<file path="src/sv/assert_macros.svh">
// Assertion helpers for the RTL
`ifndef ASSERT_MACROS_SVH
`define ASSERT_MACROS_SVH

// Check a property on every rising edge, masked while reset is high
`define MID_ASSERT(name, clk, rst, prop, msg) \
  name: assert property (@(posedge clk) disable iff (rst) (prop)) else $error(msg);

// Check that a condition implies another one on the following edge
`define MID_ASSERT_NEXT(name, clk, rst, pre, post, msg) \
  name: assert property (@(posedge clk) disable iff (rst) (pre) |=> (post)) else $error(msg);

`endif

</file>
<file path="src/sv/mid_pkg.sv">
package mid_pkg;

  // Opcode patterns and ModRM field values
  localparam logic [3:0] OP_IMM_REG   = 4'b1011;
  localparam logic [5:0] OP_RM_REG    = 6'b100010;
  localparam logic [1:0] MOD_REGISTER = 2'b11;
  localparam logic [1:0] MOD_DISP8    = 2'b01;
  localparam logic [1:0] MOD_DISP16   = 2'b10;
  localparam logic [1:0] MOD_NODISP   = 2'b00;
  localparam logic [2:0] RM_DIRECT    = 3'b110;

  // Default depth of the queue between parser and formatter
  localparam int QUEUE_DEPTH_DEF = 4;

  // Result status codes
  typedef enum logic [1:0] {
    ST_OK      = 2'd0,
    ST_UNKNOWN = 2'd1,
    ST_TRUNC   = 2'd2
  } status_t;

  // Instruction forms
  typedef enum logic [1:0] {
    FORM_IMM_REG = 2'd0,
    FORM_REG_REG = 2'd1,
    FORM_MEM_REG = 2'd2,
    FORM_REG_MEM = 2'd3
  } form_t;

  // Which encoding completed
  typedef enum logic [2:0] {
    K_IMM8,
    K_IMM16,
    K_REGREG,
    K_MEM_NODISP,
    K_MEM_D8,
    K_MEM_D16
  } kind_t;

  // Raw instruction bytes handed from parser to formatter
  typedef struct packed {
    status_t     status;
    kind_t       kind;
    logic [7:0]  opcode;
    logic [7:0]  modrm;
    logic [7:0]  lo;
    logic [7:0]  hi;
    logic [15:0] position;
  } rec_t;

endpackage

</file>
<file path="src/sv/mid_front.sv">
module mid_front import mid_pkg::*; (
  input  logic       clk,
  input  logic       rst,
  input  logic       accept,
  input  logic [7:0] code_byte,
  input  logic       stream_end,
  output logic       push,
  output rec_t       rec
);

  typedef enum logic [2:0] {
    PH_OPCODE,
    PH_IMM_LO,
    PH_IMM_HI,
    PH_MODRM,
    PH_DISP_LO,
    PH_DISP_HI
  } phase_t;

  phase_t      phase, phase_next;
  logic [7:0]  opcode, opcode_next;
  logic [7:0]  modrm, modrm_next;
  logic [7:0]  low_byte, low_byte_next;
  logic [15:0] byte_count, byte_count_next;
  logic [15:0] start_offset, start_offset_next;
  logic        halted, halted_next;
  status_t     status;
  kind_t       kind;

  // Parse one byte and decide whether an instruction completes
  always_comb begin
    phase_next        = phase;
    opcode_next       = opcode;
    modrm_next        = modrm;
    low_byte_next     = low_byte;
    byte_count_next   = byte_count;
    start_offset_next = start_offset;
    halted_next       = halted;
    push              = 1'b0;
    status            = ST_OK;
    kind              = K_IMM8;
    if (accept) begin
      if (halted) begin
        if (stream_end) begin
          halted_next     = 1'b0;
          phase_next      = PH_OPCODE;
          byte_count_next = '0;
        end
      end else begin
        byte_count_next = byte_count + 16'd1;
        case (phase)
          PH_OPCODE: begin
            start_offset_next = byte_count;
            opcode_next       = code_byte;
            if (code_byte[7:4] == OP_IMM_REG) begin
              phase_next = PH_IMM_LO;
            end else if (code_byte[7:2] == OP_RM_REG) begin
              phase_next = PH_MODRM;
            end else begin
              push        = 1'b1;
              status      = ST_UNKNOWN;
              halted_next = !stream_end;
            end
          end
          PH_IMM_LO: begin
            low_byte_next = code_byte;
            if (opcode[3]) begin
              phase_next = PH_IMM_HI;
            end else begin
              push       = 1'b1;
              kind       = K_IMM8;
              phase_next = PH_OPCODE;
            end
          end
          PH_IMM_HI: begin
            push       = 1'b1;
            kind       = K_IMM16;
            phase_next = PH_OPCODE;
          end
          PH_MODRM: begin
            modrm_next = code_byte;
            if (code_byte[7:6] == MOD_REGISTER) begin
              push       = 1'b1;
              kind       = K_REGREG;
              phase_next = PH_OPCODE;
            end else if (code_byte[7:6] == MOD_DISP8 || code_byte[7:6] == MOD_DISP16 ||
                         code_byte[2:0] == RM_DIRECT) begin
              phase_next = PH_DISP_LO;
            end else begin
              push       = 1'b1;
              kind       = K_MEM_NODISP;
              phase_next = PH_OPCODE;
            end
          end
          PH_DISP_LO: begin
            low_byte_next = code_byte;
            if (modrm[7:6] == MOD_DISP8) begin
              push       = 1'b1;
              kind       = K_MEM_D8;
              phase_next = PH_OPCODE;
            end else begin
              phase_next = PH_DISP_HI;
            end
          end
          PH_DISP_HI: begin
            push       = 1'b1;
            kind       = K_MEM_D16;
            phase_next = PH_OPCODE;
          end
          default: begin
            phase_next = PH_OPCODE;
          end
        endcase
        // Close the stream; flag an instruction cut short
        if (stream_end) begin
          if (!push && phase_next != PH_OPCODE) begin
            push   = 1'b1;
            status = ST_TRUNC;
          end
          phase_next      = PH_OPCODE;
          byte_count_next = '0;
          halted_next     = 1'b0;
        end
      end
    end
  end

  // Pack the raw bytes of the completed instruction
  assign rec = '{status:   status,
                 kind:     kind,
                 opcode:   opcode_next,
                 modrm:    modrm_next,
                 lo:       low_byte_next,
                 hi:       code_byte,
                 position: start_offset_next};

  // Hold parser state
  always_ff @(posedge clk) begin
    if (rst) begin
      phase        <= PH_OPCODE;
      byte_count   <= '0;
      start_offset <= '0;
      halted       <= 1'b0;
    end else begin
      phase        <= phase_next;
      byte_count   <= byte_count_next;
      start_offset <= start_offset_next;
      halted       <= halted_next;
    end
  end

  // Payload bytes need no reset
  always_ff @(posedge clk) begin
    opcode   <= opcode_next;
    modrm    <= modrm_next;
    low_byte <= low_byte_next;
  end

endmodule

</file>
<file path="src/sv/mid_queue.sv">
module mid_queue import mid_pkg::*; #(
  parameter int DEPTH = QUEUE_DEPTH_DEF
) (
  input  logic                       clk,
  input  logic                       rst,
  input  logic                       push,
  input  rec_t                       push_rec,
  input  logic                       pop,
  output rec_t                       head,
  output logic                       full,
  output logic                       nonempty,
  output logic [$clog2(DEPTH+1)-1:0] count
);

  localparam int PTR_W = $clog2(DEPTH);
  localparam int CNT_W = $clog2(DEPTH + 1);

  rec_t             mem [DEPTH];
  logic [PTR_W-1:0] wr_ptr;
  logic [PTR_W-1:0] rd_ptr;

  assign head     = mem[rd_ptr];
  assign full     = (count == CNT_W'(DEPTH));
  assign nonempty = (count != '0);

  // Advance pointers and occupancy
  always_ff @(posedge clk) begin
    if (rst) begin
      wr_ptr <= '0;
      rd_ptr <= '0;
      count  <= '0;
    end else begin
      if (push) begin
        wr_ptr <= (wr_ptr == PTR_W'(DEPTH - 1)) ? '0 : wr_ptr + PTR_W'(1);
      end
      if (pop) begin
        rd_ptr <= (rd_ptr == PTR_W'(DEPTH - 1)) ? '0 : rd_ptr + PTR_W'(1);
      end
      case ({push, pop})
        2'b10:   count <= count + CNT_W'(1);
        2'b01:   count <= count - CNT_W'(1);
        default: count <= count;
      endcase
    end
  end

  // Store entries
  always_ff @(posedge clk) begin
    if (push) begin
      mem[wr_ptr] <= push_rec;
    end
  end

endmodule

</file>
<file path="src/sv/mid_back.sv">
module mid_back import mid_pkg::*; (
  input  logic        clk,
  input  logic        rst,
  input  logic        avail,
  input  rec_t        head,
  output logic        pop,
  output logic        m_tvalid,
  input  logic        m_tready,
  // form, wide, dest_reg, src_reg, ea_mode, direct_addr, displacement,
  // immediate, position, zero fill
  output logic [63:0] m_tdata,
  // status
  output logic [1:0]  m_tuser
);

  form_t              form;
  logic               wide;
  logic [2:0]         dest_reg;
  logic [2:0]         src_reg;
  logic [2:0]         ea_mode;
  logic               direct_addr;
  logic signed [15:0] displacement;
  logic [15:0]        immediate;
  logic [2:0]         reg_fld;
  logic [2:0]         rm_fld;

  assign reg_fld = head.modrm[5:3];
  assign rm_fld  = head.modrm[2:0];

  // Turn raw bytes into result fields
  always_comb begin
    form         = FORM_IMM_REG;
    wide         = 1'b0;
    dest_reg     = '0;
    src_reg      = '0;
    ea_mode      = '0;
    direct_addr  = 1'b0;
    displacement = '0;
    immediate    = '0;
    if (head.status == ST_OK) begin
      case (head.kind)
        K_IMM8: begin
          dest_reg  = head.opcode[2:0];
          immediate = {8'h00, head.lo};
        end
        K_IMM16: begin
          wide      = 1'b1;
          dest_reg  = head.opcode[2:0];
          immediate = {head.hi, head.lo};
        end
        K_REGREG: begin
          form = FORM_REG_REG;
          wide = head.opcode[0];
          if (head.opcode[1]) begin
            dest_reg = reg_fld;
            src_reg  = rm_fld;
          end else begin
            dest_reg = rm_fld;
            src_reg  = reg_fld;
          end
        end
        K_MEM_NODISP, K_MEM_D8, K_MEM_D16: begin
          wide    = head.opcode[0];
          ea_mode = rm_fld;
          if (head.opcode[1]) begin
            form     = FORM_MEM_REG;
            dest_reg = reg_fld;
          end else begin
            form    = FORM_REG_MEM;
            src_reg = reg_fld;
          end
          if (head.kind == K_MEM_D8) begin
            displacement = {{8{head.lo[7]}}, head.lo};
          end else if (head.kind == K_MEM_D16) begin
            displacement = {head.hi, head.lo};
            direct_addr  = (head.modrm[7:6] == MOD_NODISP);
          end
        end
        default: begin
          form = FORM_IMM_REG;
        end
      endcase
    end
  end

  // Take the next entry whenever the output register is free
  assign pop = avail && (!m_tvalid || m_tready);

  always_ff @(posedge clk) begin
    if (rst) begin
      m_tvalid <= 1'b0;
    end else if (pop) begin
      m_tvalid <= 1'b1;
    end else if (m_tready) begin
      m_tvalid <= 1'b0;
    end
  end

  // Load the output register
  always_ff @(posedge clk) begin
    if (pop) begin
      m_tuser <= head.status;
      m_tdata <= {3'b000, head.position, immediate, displacement, direct_addr,
                  ea_mode, src_reg, dest_reg, wide, form};
    end
  end

endmodule

</file>
<file path="src/sv/mov_instruction_byte_decoder.sv">
// Path: the instruction's last byte writes a result into the result queue; it
//   moves on into the output register, offered on m_tvalid, when that is free.
// Throughput: one code byte per cycle; a result queue of QUEUE_DEPTH entries
//   absorbs output stalls before s_tready drops.
// Reset: rst (synchronous) returns the parser to expect an opcode at offset 0
//   and empties the queue and the output register.
`include "assert_macros.svh"

module mov_instruction_byte_decoder import mid_pkg::*; #(
  parameter int QUEUE_DEPTH = QUEUE_DEPTH_DEF
) (
  input  logic        clk,
  input  logic        rst,
  input  logic        s_tvalid,
  output logic        s_tready,
  // code_byte
  input  logic [7:0]  s_tdata,
  input  logic        s_tlast,
  output logic        m_tvalid,
  input  logic        m_tready,
  // form, wide, dest_reg, src_reg, ea_mode, direct_addr, displacement,
  // immediate, position, zero fill
  output logic [63:0] m_tdata,
  // status
  output logic [1:0]  m_tuser
);

  localparam int CNT_W = $clog2(QUEUE_DEPTH + 1);

  logic             accept;
  logic             q_push;
  logic             q_pop;
  logic             q_full;
  logic             q_nonempty;
  logic [CNT_W-1:0] q_count;
  rec_t             push_rec;
  rec_t             head;
  logic             err_out;

  // Hold off input while in reset or while the queue is full
  assign s_tready = !rst && !q_full;
  assign accept   = s_tvalid && s_tready;

  mid_front u_front (
    .clk        (clk),
    .rst        (rst),
    .accept     (accept),
    .code_byte  (s_tdata),
    .stream_end (s_tlast),
    .push       (q_push),
    .rec        (push_rec)
  );

  mid_queue #(
    .DEPTH (QUEUE_DEPTH)
  ) u_queue (
    .clk      (clk),
    .rst      (rst),
    .push     (q_push),
    .push_rec (push_rec),
    .pop      (q_pop),
    .head     (head),
    .full     (q_full),
    .nonempty (q_nonempty),
    .count    (q_count)
  );

  mid_back u_back (
    .clk      (clk),
    .rst      (rst),
    .avail    (q_nonempty),
    .head     (head),
    .pop      (q_pop),
    .m_tvalid (m_tvalid),
    .m_tready (m_tready),
    .m_tdata  (m_tdata),
    .m_tuser  (m_tuser)
  );

  assign err_out = m_tvalid && (m_tuser != ST_OK);

  // A decoded instruction is never written into a full queue
  `MID_ASSERT(a_no_push_full, clk, rst, !(q_push && q_full), "push into full queue")

  // A written entry is still queued on the next edge
  `MID_ASSERT_NEXT(a_push_held, clk, rst, q_push, q_count != '0, "queued result lost")

  // Error results carry only the stream position
  `MID_ASSERT(a_err_clean, clk, rst, !err_out || m_tdata[44:0] == '0, "error result has payload")

endmodule

</file>
<file path="config.mk">
export PLATFORM = sky130hd
export DESIGN_NAME = mov_instruction_byte_decoder
export DESIGN_NICKNAME = d
export VERILOG_FILES = /design/src/sv/mid_pkg.sv /design/src/sv/mid_front.sv /design/src/sv/mid_queue.sv /design/src/sv/mid_back.sv /design/src/sv/mov_instruction_byte_decoder.sv
export VERILOG_INCLUDE_DIRS = /design/src /design/src/sv
export SDC_FILE = /design/constraint.sdc
export NUM_CORES = 1
export LEC_CHECK = 0
export BUFFER_PORTS_ARGS = -buffer_cell sky130_fd_sc_hd__buf_2
export CAP_MARGIN = 20
export CORE_MARGIN = 1
export CORE_UTILIZATION = 55
export CTS_BUF_LIST = sky130_fd_sc_hd__clkbuf_2
export DETAILED_ROUTE_END_ITERATION = 8
export PLACE_DENSITY = 0.76
export SLEW_MARGIN = 15
export SYNTH_ARGS = -nofsm -noshare
export SYNTH_HDL_FRONTEND = slang
export SYNTH_HIERARCHICAL = 1
export SYNTH_SLANG_ARGS = --single-unit
</file>
<file path="constraint.sdc">
create_clock -name clk -period 7.72 [get_ports clk]
set_input_delay 1.158 -clock clk [delete_from_list [all_inputs] [get_ports clk]]
set_output_delay 1.158 -clock clk [all_outputs]
set_load 0.05 [all_outputs]
</file>
==> results, run 1 <==
- The area of the core region is between 20000 and 25000 sq um.
- The via count of the first global-routing pass is a little over 7000.
- The die is ~150 microns wide.
- TritonCTS built the clock tree.
- Setup violations remaining at the end of the flow were counted as 0.
- The actual slew at the worst max-slew pin is 920.7 ps.
- The HPWL after detailed placement is between 10 and 15 mm.
- The worst setup path is captured at a register.
- The number of antenna violations at the first check in global routing is 1.
- Counting the buffers created by CTS gives between 70 and 80.
- The count of final hold-check violations came to 0.
- The initial core utilization is between 50% and 60%.
- The area after detailed placement is 13080 sq um.
- Row generation in the floorplan step produced between 50 and 60 rows.
- The post-route clock skew is a little under 90 ps.
- Clock-pin slew was measured on the worst setup and hold paths at approximately 90 ps.
- The sequential share of power is 46.8%.
- The starting DRC count in detailed routing is 443.
- Clock latency on the worst-skew pair, taken at its later pin, is about 860 ps.
- In this run the number of H-tree levels came out at 3.
- The max-capacitance violation count is 0.
- The critical path required time is between 8000 and 9000 ps.
- For this design the total switching power over the nets is roughly 1700 uW.
- The first-pass iteration count of the detailed router is 5.
- In this design, the largest share of critical-path delay is due to simple AND/OR/NAND/NOR gates.
- The die covers 23520 sq um.
- In the final routed layout, each cell accounts on average for just under 20 microns.
- The total buffers and inverters traversed by the critical path is 2.
- The maximum number of pins on one net before global-route repair is about 70.
- The relative contribution of combinational cells to total power is between 20% and 30%.
- The critical path goes through buf_2 > nor4b_1 > nand2_1 > a31oi_1 > o31ai_1 > a31oi_1 > and2_2 > buf_4.
- The internal power of the cells totals about 3000 uW.
- The number of gates resized after CTS was 0.
- The total congestion overflow is 0.
- The global-route total usage across every layer is ~20%.
- The cell repeated most along the worst path is a31oi_1.
- The net switching share of the total power is roughly 36%.
- The normalized max-slew margin is roughly two fifths.
- The y dimension of the die is about 150 microns.
- The worst min-delay path category is reg -> reg.
- The congestion estimate from routability-driven global placement came to between 0.8 and 0.9.
- The accumulated negative setup slack is 0 ps.
- The fraction of layout instances using a drive strength above 1 is a little over a third.
- The data arrival at the endpoint of the critical path is about 4200 ps.
- Prior to clock tree synthesis, the placed netlist has a worst setup slack of around 3200 ps.
- The count of antenna-violating nets left after detailed routing is 0.
- For this run, the post-layout net count is roughly 870.
- The post-layout worst setup margin is around 4000 ps.
- The I/O pin count is 81.
- The final period utilization is 48.56%.
- The max-slew violation count is 0.
- For this design, the slowest cell found on the critical path is and2_2.
- The Yosys step of the flow raised 6 warnings.
- Across all layers, the routed design uses 6700 vias.
- The wire length of the first global-routing pass is about 37 mm.
- The areal power density over the cells is around 340 nW/um^2.
- The maximum operating frequency is 266.7 MHz.
- The layout overhead on the synthesized area is 10.02%.
- Wires add up to 23.10 mm.
- The static leakage power is around 0.0050 uW.
- The worst path needs 3749 ps of the cycle, external delays included.
- The clock passes through at most 3 buffers.
- Synthesis handed over a netlist of between 700 and 800 instances.
- The clock root buffer master is clkbuf_2.
- The clock network power share is between 20% and 30%.
- Buffers added to address setup during post-CTS repair amount to 0.
- Dividing the detail-routed via count by the number of cells gives 5.616.
- In this run the cell area of the synthesized design comes to about 13000 sq um.
- For this run, the slowest stage of the critical path takes roughly 670 ps.
- After clock tree synthesis, the flow added hold-fix buffers numbering 0.
- The number of buffers inserted by port buffering is between 70 and 80.
- After routing the design area is approximately 14000 sq um.
- The clock sink count is ~320.
- Setup repair after global routing left no endpoint under its margin.
- The startpoint type of the worst setup path is an input pin.
- By startpoint and endpoint, the worst setup path is classified as in -> reg.
- The maximum vdd ir drop is between 0.15 and 0.2 mV.
- The synthesized area per cell is between 15 and 20 sq um.
- The biggest fanout along the worst timing path is 28.
- The run finished with clean final reports.
- For this run, design rule violations remaining after detail routing come to 0.
worst reg2reg max path: stages (launching register included):
cell	delay, ps
dfxtp_1	420
nor3b_1	120
nor3b_2	470
nand2b_1	370
a31oi_1	600
and2_2	670
buf_4	510
power groups by stage:
stage / Sequential, uW / Combinational, uW / Clock, uW
4_1_cts: 2230 / 1380 / 1200
3_3_place_gp: 2260 / 1350 / 0
2_1_floorplan: 2770 / 646 / 0
3_5_place_dp: 2270 / 1370 / 0
5_1_grt: 2250 / 1440 / 1300
6_report: 2220 / 1370 / 1160
registers in the layout, summed over array words and instances (netlist names), named ones only:
signal	cells
u_front/opcode	4
u_front/byte_count	16
u_front/halted	1
u_front/start_offset	16
u_front/modrm	8
u_back/m_tuser	2
u_front/phase	3
u_back/m_tdata	61
u_front/low_byte	8
u_queue/rd_ptr	2
u_queue/count	3
u_queue/wr_ptr	2
u_back/m_tvalid	1
u_queue/mem	192
worst paths after layout:
kind | startpoint | end | slack (ps) | cells past startpoint
max | s_tdata[5] | u_queue/mem[1][8] | 3970 | 8
min | u_front/byte_count[15] | u_front/byte_count[15] | 490 | 1
max reg2reg | u_queue/count[0] | u_queue/mem[1][8] | 4220 | 6
min reg2reg | u_front/byte_count[15] | u_front/byte_count[15] | 490 | 1
area by class of cell:
class | instances | area, sq um
well taps | 285 | 356.6
fillers | 1679 | 8706
flip-flops and latches | 321 | 8981
inverters | 10 | 37.54
clock buffers | 124 | 620.6
multi-input cells | 347 | 3261
diodes | 1 | 2.502
clock inverters | 20 | 161.4
repair buffers | 85 | 445.4
cell usage in the layout (no fill, tap or decap), drive strengths merged, types with 2 or more instances in the layout:
master,count
a21boi,5
or3,8
a31oi,6
mux2,35
nor4,3
a21o,2
nand2,24
bufinv,3
nand2b,5
conb,3
buf,85
o31ai,3
inv,11
and3,8
nor3,12
o21ai,20
clkinvlp,2
clkbuf,124
nand3,7
ha,9
mux2i,5
nand4,4
xnor2,6
nand3b,2
nor2b,23
mux4,48
dfxtp,66
xor2,3
nor3b,7
nor2,33
o2111ai,2
edfxtp,255
a21oi,21
clkinv,14
a22oi,5
and2,25
nor4b,4
per-layer routing:
layer	vias to the layer above	GRT usage (%)	routed length (microns)
li1	3076	-	-
met3	44	4.962	1233
met2	223	34.53	11600
met1	3357	24.74	9582
met5	-	0	0
met4	0	10.52	682
metrics by stage:
stage                     util, %  power (uW)  hold WS, ps  std cells
after global routing        61.43        4988        524.0       1193
after CTS                   61.42        4811        490.8       1192
after global placement      57.95        3604        467.7       1048
after detailed placement    57.95        3640        475.8       1048
after floorplan                 -        3419        433.8        721
final                       61.43        4753        489.7       1193
Note: power is estimated with default switching activity, not from simulation.
==> inputs of run 2 (changes only) <==
==> constraint.sdc (replaced) <==
create_clock -name clk -period 3.26 [get_ports clk]
set_input_delay 0.489 -clock clk [delete_from_list [all_inputs] [get_ports clk]]
set_output_delay 0.489 -clock clk [all_outputs]
set_load 0.05 [all_outputs]
==> results, run 2 (synthesized netlist as in run 1, its figures left out) <==
- The total design power came to 11210 uW (was 4753 uW).
- The final period utilization is between 90% and 100%.
- The routed length per placed instance is 19.20 microns (was 19.36 microns).
- The area of the core region is 22570 sq um (unchanged).
- Unrepaired setup endpoints after global routing: no (unchanged).
- The first-pass iteration count of the detailed router came to 5 (unchanged).
- Chain of cells forming the critical path: dlygate4sd3_1 > buf_2 > buf_4 > ha_1 > a21oi_1 > nor3b_1 > o31ai_1 > a31oi_1 > buf_4 > inv_1 > ha_1 > fa_1 > xnor2_1 > or3_1 > a21oi_1 (was buf_2 > nor4b_1 > nand2_1 > a31oi_1 > o31ai_1 > a31oi_1 > and2_2 > buf_4).
- The source-to-sink clock delay at the later pin of the worst-skew pair is 840 ps (was 860 ps).
- The total via count after detailed routing was 6773 (was 6700).
- The fraction of layout instances using a drive strength above 1 is 37.19% (was 36.27%).
- The critical path required time is 3980 ps (was 8160 ps).
- For this run, the top clock speed supported by timing is ~330 MHz.
- The number of antenna violations at the first check in global routing is 1 (unchanged).
- The initial core utilization was 55.84% (unchanged).
- The slowest cell on the critical path was dlygate4sd3_1 (was and2_2).
- The post-route clock skew is 61.33 ps (was 87.44 ps).
- The startpoint type of the worst setup path was an input pin (unchanged).
- The clock sink count is 321 (unchanged).
- The cell total after placement is 1068 (was 1048).
- The count of antenna-violating nets left after detailed routing was 0 (unchanged).
- The endpoint type of the worst setup path is a register (unchanged).
- The number of H-tree branching levels was 3 (unchanged).
- Status: complete, no violations (unchanged).
- The buffer depth of the longest clock path is 3 (unchanged).
- The areal power density over the cells is 793.9 nW/um^2 (was 342.8 nW/um^2).
- The detail-routed via count per cell is 5.556 (was 5.616).
- The max-capacitance violation count is 0 (unchanged).
- The layout overhead on the synthesized area is 12.03% (was 10.02%).
- The die area is 23520 sq um (unchanged).
- The number of buffers created by CTS is 77 (unchanged).
- The I/O pin count is 81 (unchanged).
- The total buffers and inverters traversed by the critical path is 5 (was 2).
- The wire length after detailed routing is 23.40 mm (was 23.10 mm).
- The clock tree from TritonCTS is built (unchanged).
- The static leakage power is 0.005138 uW (was 0.005012 uW).
- The type of the setup path with the least slack is in -> reg (unchanged).
- The most common cell after layout, fill and taps aside was edfxtp_1 (unchanged).
- The maximum vdd ir drop is 0.5067 mV (was 0.1933 mV).
- The data arrival at the endpoint of the critical path is 3790 ps (was 4190 ps).
- The half-perimeter wire length after detailed placement came to 14.73 mm (was 14.36 mm).
- The count of final setup violators is 0 (unchanged).
- The global-route total usage across every layer came to 21.01% (was 20.51%).
- The clock root buffer master is clkbuf_2 (unchanged).
- The routability congestion estimate from global placement is 0.8359 (was 0.8839).
- The maximum number of pins on one net before global-route repair is 67 (was 68).
- The number of buffers inserted by port buffering is 77 (unchanged).
- The number of design rule violations left after detail routing is 0 (unchanged).
- The biggest cell delay along the critical path is 530 ps (was 670 ps).
- The minimum clock period is 3065 ps.
- The post-layout instance count excluding filler cells is 1219 (was 1193).
- The normalized max-slew margin is 39.44% (was 38.15%).
- The count of final hold-check violations is 0 (unchanged).
- The number of nets at the end of the flow is 892 (was 865).
- The width of the chip came to 153.4 microns (unchanged).
- The clock-pin slew reported for the worst setup and hold paths after clock tree synthesis is 100 ps (was 90 ps).
- The starting DRC count in detailed routing was 303 (was 443).
- Top library cells by usage in the layout, fill and taps aside: edfxtp_1, clkbuf_2, buf_2, dfxtp_1, mux4_2 (unchanged).
- The via count of the first global-routing pass is 7208 (was 7078).
- The post-route core utilization came to 62.56% (was 61.43%).
- The actual slew at the worst max-slew pin came to 908.3 ps (was 920.7 ps).
- The setup slack of the most critical reg-to-reg path came to 300 ps (was 4220 ps).
- Largest registers ranked by flip-flop count: u_queue/mem (192), u_back/m_tdata (61) (unchanged).
- The total congestion overflow is 0 (unchanged).
- The y dimension of the die is 153.4 microns (unchanged).
- The worst min-delay path category was in -> reg (was reg -> reg).
- The wire length of the first global-routing pass is 37.70 mm (was 36.84 mm).
- The standard-cell row count is 55 (unchanged).
- The post-CTS setup buffer count came to 0 (unchanged).
- The category of cells accounting for the largest share of critical-path delay is buffers and inverters (was simple AND/OR/NAND/NOR gates).
- The register with the highest flop count is u_queue/mem (unchanged).
- The max-slew violation count is 0 (unchanged).
- The flip-flop count of the largest register, all copies and words added is 192 (unchanged).
- The biggest fanout along the worst timing path came to 7 (was 28).
-- run 2: cell types whose count changed in the layout (fill, tap and decap cells not counted), sizes merged --
| cell | change |
|---|---|
| buf | +20 |
| clkbuf | -11 |
| clkinv | +9 |
| dlygate4sd3 | +7 |
| inv | +2 |
| bufinv | -1 |
-- run 2: layout make-up --
class / count / area, sq um
tap: 285 / 356.6
timing repair buffer: 112 / 715.7
multi-input combinational: 347 / 3267
sequential: 321 / 8984
fill: 1662 / 8452
inverter: 10 / 37.54
clock buffer: 113 / 565.5
antenna: 1 / 2.502
clock inverter: 30 / 191.4
-- run 2: worst reg2reg max path: stages (launching register included) --
cell	delay (ps)
dfxtp_1	630
nand2_1	200
nor3b_1	310
o31ai_1	140
a31oi_1	150
buf_4	160
inv_1	60
ha_1	230
fa_1	390
xnor2_1	150
or3_1	320
a21oi_1	140
-- run 2: repair_timing --
action / 4_1_cts / 5_1_grt
hold endpoints to repair: 22 / 2
hold buffers: 6 / 1
setup endpoints to repair: 0 / 1
resized for setup: 0 / 1
-- run 2: layer usage --
layer  routed length (microns)  vias to the layer above  part of all wire, %  GRT usage [%]
li1                          -                     3118                    -              -
met2                     12290                      222                   52          36.79
met1                      9372                     3381                   40          25.11
met3                      1124                       52                  4.8          4.366
met4                       618                        0                  2.6          9.381
met5                         0                        -                    0              0
-- run 2: path summary, 6_finish.rpt --
path,startpoint,cells after the start,to
worst min register to register,u_front/byte_count[15],1,u_front/byte_count[15]
worst min-delay path,s_tdata[2],2,u_queue/mem[2][18]
worst max register to register,u_front/phase[0],11,u_queue/count[2]
worst max-delay path,s_tdata[6],15,u_queue/count[2]
-- run 2: per-stage QoR --
step           cell area, sq um  worst slack (ps)  TNS (ps)  hold slack [ps]
4_1_cts                   14100             201.0         0            13.18
3_5_place_dp              13280            -68.39    -68.39            488.3
6_report                  14120             195.2         0            87.97
5_1_grt                   14120             79.35         0            28.64
2_1_floorplan             12630             272.6         0            433.8
3_3_place_gp              13280             65.82         0            480.8
-- run 2: where the power goes --
part,switching [uW],total [uW],internal (uW)
clock,1540,2650,1110
sequential,218,5320,5100
combinational,2290,3240,948
==> inputs of run 3 (changes only) <==
--- a/config.mk
+++ b/config.mk
@@ -9,12 +9,11 @@
 export BUFFER_PORTS_ARGS = -buffer_cell sky130_fd_sc_hd__buf_2
 export CAP_MARGIN = 20
 export CORE_MARGIN = 1
-export CORE_UTILIZATION = 55
+export CORE_UTILIZATION = 33
 export CTS_BUF_LIST = sky130_fd_sc_hd__clkbuf_2
 export DETAILED_ROUTE_END_ITERATION = 8
-export PLACE_DENSITY = 0.76
+export PLACE_DENSITY = 0.5
 export SLEW_MARGIN = 15
 export SYNTH_ARGS = -nofsm -noshare
 export SYNTH_HDL_FRONTEND = slang
-export SYNTH_HIERARCHICAL = 1
 export SYNTH_SLANG_ARGS = --single-unit
==> constraint.sdc (replaced) <==
create_clock -name clk -period 2.5 [get_ports clk]
set_input_delay 0.375 -clock clk [delete_from_list [all_inputs] [get_ports clk]]
set_output_delay 0.375 -clock clk [all_outputs]
set_load 0.05 [all_outputs]
==> results, run 3 <==
- The type of the setup path with the least slack is reg -> reg (was in -> reg).
- The maximum number of pins on one net before global-route repair is 66 (was 67).
- The area of the core region is 36610 sq um (was 22570 sq um).
- The maximum vdd ir drop is 0.7290 mV (was 0.5067 mV).
- The flip-flop count of the largest register, all copies and words added is 192 (unchanged).
- The total via count after detailed routing is 6726 (was 6773).
- By area the synthesized netlist is led by edfxtp_1, dfxtp_1, mux4_2, mux2_2, nor2b_1.
- The die area is 38070 sq um (was 23520 sq um).
- The count of final setup violators is 2 (was 0).
- The source-to-sink clock delay at the later pin of the worst-skew pair is 870 ps (was 840 ps).
- The net switching power of the design was 6252 uW (was 4048 uW).
- The register with the highest flop count is u_queue.mem (was u_queue/mem).
- The net switching share of the total power is 38.35% (was 36.11%).
- The starting DRC count in detailed routing was 244 (was 303).
- The clock root buffer master is clkbuf_2 (unchanged).
- The max-slew violation count is 0 (unchanged).
- The clock-pin slew reported for the worst setup and hold paths after clock tree synthesis is 120 ps (was 100 ps).
- Unrepaired setup endpoints after global routing: yes (was no).
- Top library cells by usage in the layout, fill and taps aside: edfxtp_1, clkbuf_2, buf_2, dfxtp_1, buf_4 (was edfxtp_1, clkbuf_2, buf_2, dfxtp_1, mux4_2).
- The clock tree from TritonCTS is built (unchanged).
- The checks that failed: setup timing.
- The number of design rule violations left after detail routing is 0 (unchanged).
- The sequential share of power is 43.8% (was 47.5%).
- The number of warnings printed during yosys synthesis is 0 (was 6).
- The fraction of layout instances using a drive strength above 1 is 39.33% (was 37.19%).
- The clock sink count is 321 (unchanged).
- The clock network power share is 22.1% (was 23.7%).
- The area after detailed placement is 13740 sq um (was 13280 sq um).
- The post-route clock skew is 63.73 ps (was 61.33 ps).
- The maximum operating frequency is approximately 380 MHz.
- The static leakage power is 0.005401 uW (was 0.005138 uW).
- edfxtp_1 takes more of the synthesized area than any other cell.
- The relative contribution of combinational cells to total power is 34.1% (was 28.9%).
- The total congestion overflow is 0 (unchanged).
- The portion of the post-synthesis area used by sequential elements is between 70% and 80%.
- The I/O pin count came to 81 (unchanged).
- The number of nets at the end of the flow is 943 (was 892).
- The worst min-delay path category was in -> reg (unchanged).
- The predominant post-synthesis flop cell is edfxtp_1.
- The startpoint type of the worst setup path was a register (was input pin).
- The count of antenna-violating nets left after detailed routing is 0 (unchanged).
- The multi-input combinational cell area came to 3156 sq um (was 3267 sq um).
- The area of all placed cells without fillers came to 14700 sq um (was 14120 sq um).
- Counting flops and latches in the post-synthesis netlist gives 321.
- The wire length of the first global-routing pass is 40.19 mm (was 37.70 mm).
- The number of standard cells after synthesis is 713 (was 719).
- The initial core utilization is 33.62% (was 55.84%).
- The endpoint type of the worst setup path is a register (unchanged).
- The proportion of synthesized flip-flops having asynchronous set or reset is 0%.
- Yosys mapped a number of flops with a built-in enable equal to approximately 260.
- The total of fill cells in the finished design is 3465 (was 1662).
- The normalized max-slew margin is 63.19% (was 39.44%).
- The buffer depth of the longest clock path came to 3 (unchanged).
- The count of final hold-check violations was 0 (unchanged).
- The global-route total usage across every layer is 13.89% (was 21.01%).
- The width of the chip is 195.1 microns (was 153.4 microns).
- The number of buffers created by CTS was 84 (was 77).
- The layout overhead on the synthesized area is 19.42% (was 12.03%).
- Status: complete, but fails checks (was complete, no violations).
- The portion of synthesized cell area occupied by the leading cell type is a little over three fifths.
- The max-capacitance violation count is 0 (unchanged).
- The routability congestion estimate from global placement is 0.7618 (was 0.8359).
- The number of H-tree branching levels is 3 (unchanged).
- The number of antenna violations at the first check in global routing came to 1 (unchanged).
- The final period utilization is 106.5%.
- The biggest fanout along the worst timing path came to 3 (was 7).
- The synthesized area per cell came to 17.26 sq um (was 17.53 sq um).
- The critical path required time came to 3270 ps (was 3980 ps).
- The wire length after detailed routing is 25.56 mm (was 23.40 mm).
- The minimum clock period is about 2700 ps.
- The synthesized netlist contains slightly below 60 unique library cells.
- The detail-routed via count per cell is 4.613 (was 5.556).
- By instance count, the leading cell after synthesis is edfxtp_1.
- The post-layout worst setup margin is -162.0 ps (was 195.2 ps).
- The most common cell after layout, fill and taps aside is edfxtp_1 (unchanged).
- The half-perimeter wire length after detailed placement is 16.30 mm (was 14.73 mm).
- The storage element area is 9001 sq um (was 8984 sq um).
- The actual slew at the worst max-slew pin is 546.3 ps (was 908.3 ps).
- The via count of the first global-routing pass was 7142 (was 7208).
- The worst hold slack across all endpoints is 120.8 ps (was 87.97 ps).
- The total internal power is 10050 uW (was 7163 uW).
- The y dimension of the die is 195.1 microns (was 153.4 microns).
- The standard-cell row count is 70 (was 55).
- Largest registers ranked by flip-flop count: u_queue.mem (192), u_back.m_tdata (61) (was u_queue/mem (192), u_back/m_tdata (61)).
- The data arrival at the endpoint of the critical path is 3430 ps (was 3790 ps).
- The areal power density over the cells came to 1109 nW/um^2 (was 793.9 nW/um^2).
- The first-pass iteration count of the detailed router is 4 (was 5).
- Sorting the synthesized cells by how often they occur yields edfxtp_1, dfxtp_1, mux4_2, mux2_2, nor2_1.
- The total standard cell area after synthesis is 12310 sq um (was 12600 sq um).
- The number of buffers inserted by port buffering is 77 (unchanged).
- The routed length per placed instance came to 17.53 microns (was 19.20 microns).
-- run 3: cell types whose count changed in the layout (fill, tap and decap cells not counted), sizes merged, moves of 6 or more --
cell    delta
nor3b      -6
and3       +9
clkinv     -6
buf       +33
clkbuf    +20
-- run 3: cells by family (layout without fill, tap and decap cells) --
family,Yosys count,after routing,share of synthesized area [%]
fa+ha+maj,10,10,1.078
flops,321,321,73.04
simple gates,169,169,7.778
mux,86,86,11.93
xor+xnor,9,9,0.6405
compound gates,72,72,3.721
buf+inv,45,319,1.789
other cells,1,4,0.03047
-- run 3: power groups by stage --
stage	logic [uW]	registers, uW	clock network [uW]
detailed placement	5630	7280	0
finish	5560	7130	3610
global placement	5640	7270	0
floorplan	2270	9110	0
global route	5970	7240	4050
CTS	5670	7160	3800
-- run 3: final timing paths --
kind | from | to | slack, ps | cells past startpoint
worst max-delay path | u_front.modrm[6] | u_queue.count[2] | -160 | 12
worst min register to register | u_front.byte_count[15] | u_front.byte_count[15] | 490 | 1
worst max register to register | u_front.modrm[6] | u_queue.count[2] | -160 | 12
worst min-delay path | rst | u_front.start_offset[4] | 120 | 3
-- run 3: area by class of cell --
class | instances | share of cell area, %
multi-input cells | 349 | 21.47
diodes | 1 | 0.01703
clock buffers | 133 | 4.529
inverters | 14 | 0.3746
flip-flops and latches | 321 | 61.25
repair buffers | 150 | 7.577
clock inverters | 22 | 0.8003
well taps | 468 | 3.984
-- run 3: critical path, stage by stage, from the launching register on --
cell     delay, ps
dfxtp_2        340
nor2b_4        160
nor4b_2         70
a31o_1         220
o311a_4        370
or2_1          230
inv_1           70
ha_2           170
inv_1           50
fa_2           330
xor2_1         150
or3_1          310
a21oi_1        120
-- run 3: through the flow --
stage / total power, uW / setup TNS (ps) / util [%] / std cells / setup WS (ps)
after floorplan: 11380 / -703.0 / - / 715 / -414.0
after global placement: 12910 / -5558 / 37.53 / 1287 / -478.0
after detailed placement: 12910 / -9409 / 37.53 / 1287 / -500.0
after CTS: 16630 / -211.7 / 40.05 / 1455 / -174.5
after global routing: 17260 / -507.4 / 40.14 / 1458 / -319.4
final: 16300 / -197.7 / 40.14 / 1458 / -162.0
-- run 3: per-layer routing --
metal	GRT usage, %	vias up	routed length (microns)
met5	0	-	0
met4	5.599	0	384
met3	3.696	34	1160
met2	22.29	162	12510
met1	17.85	3321	11510
li1	-	3209	-
-- run 3: what timing repair did --
item                                    CTS  global route
pin swaps                                 1             0
endpoints found under the setup margin    3             2
cloned                                    0             0
hold buffers                             12             0
buffers inserted                          1             2
gates resized for setup                   5             4
hold endpoints to repair                 82             0
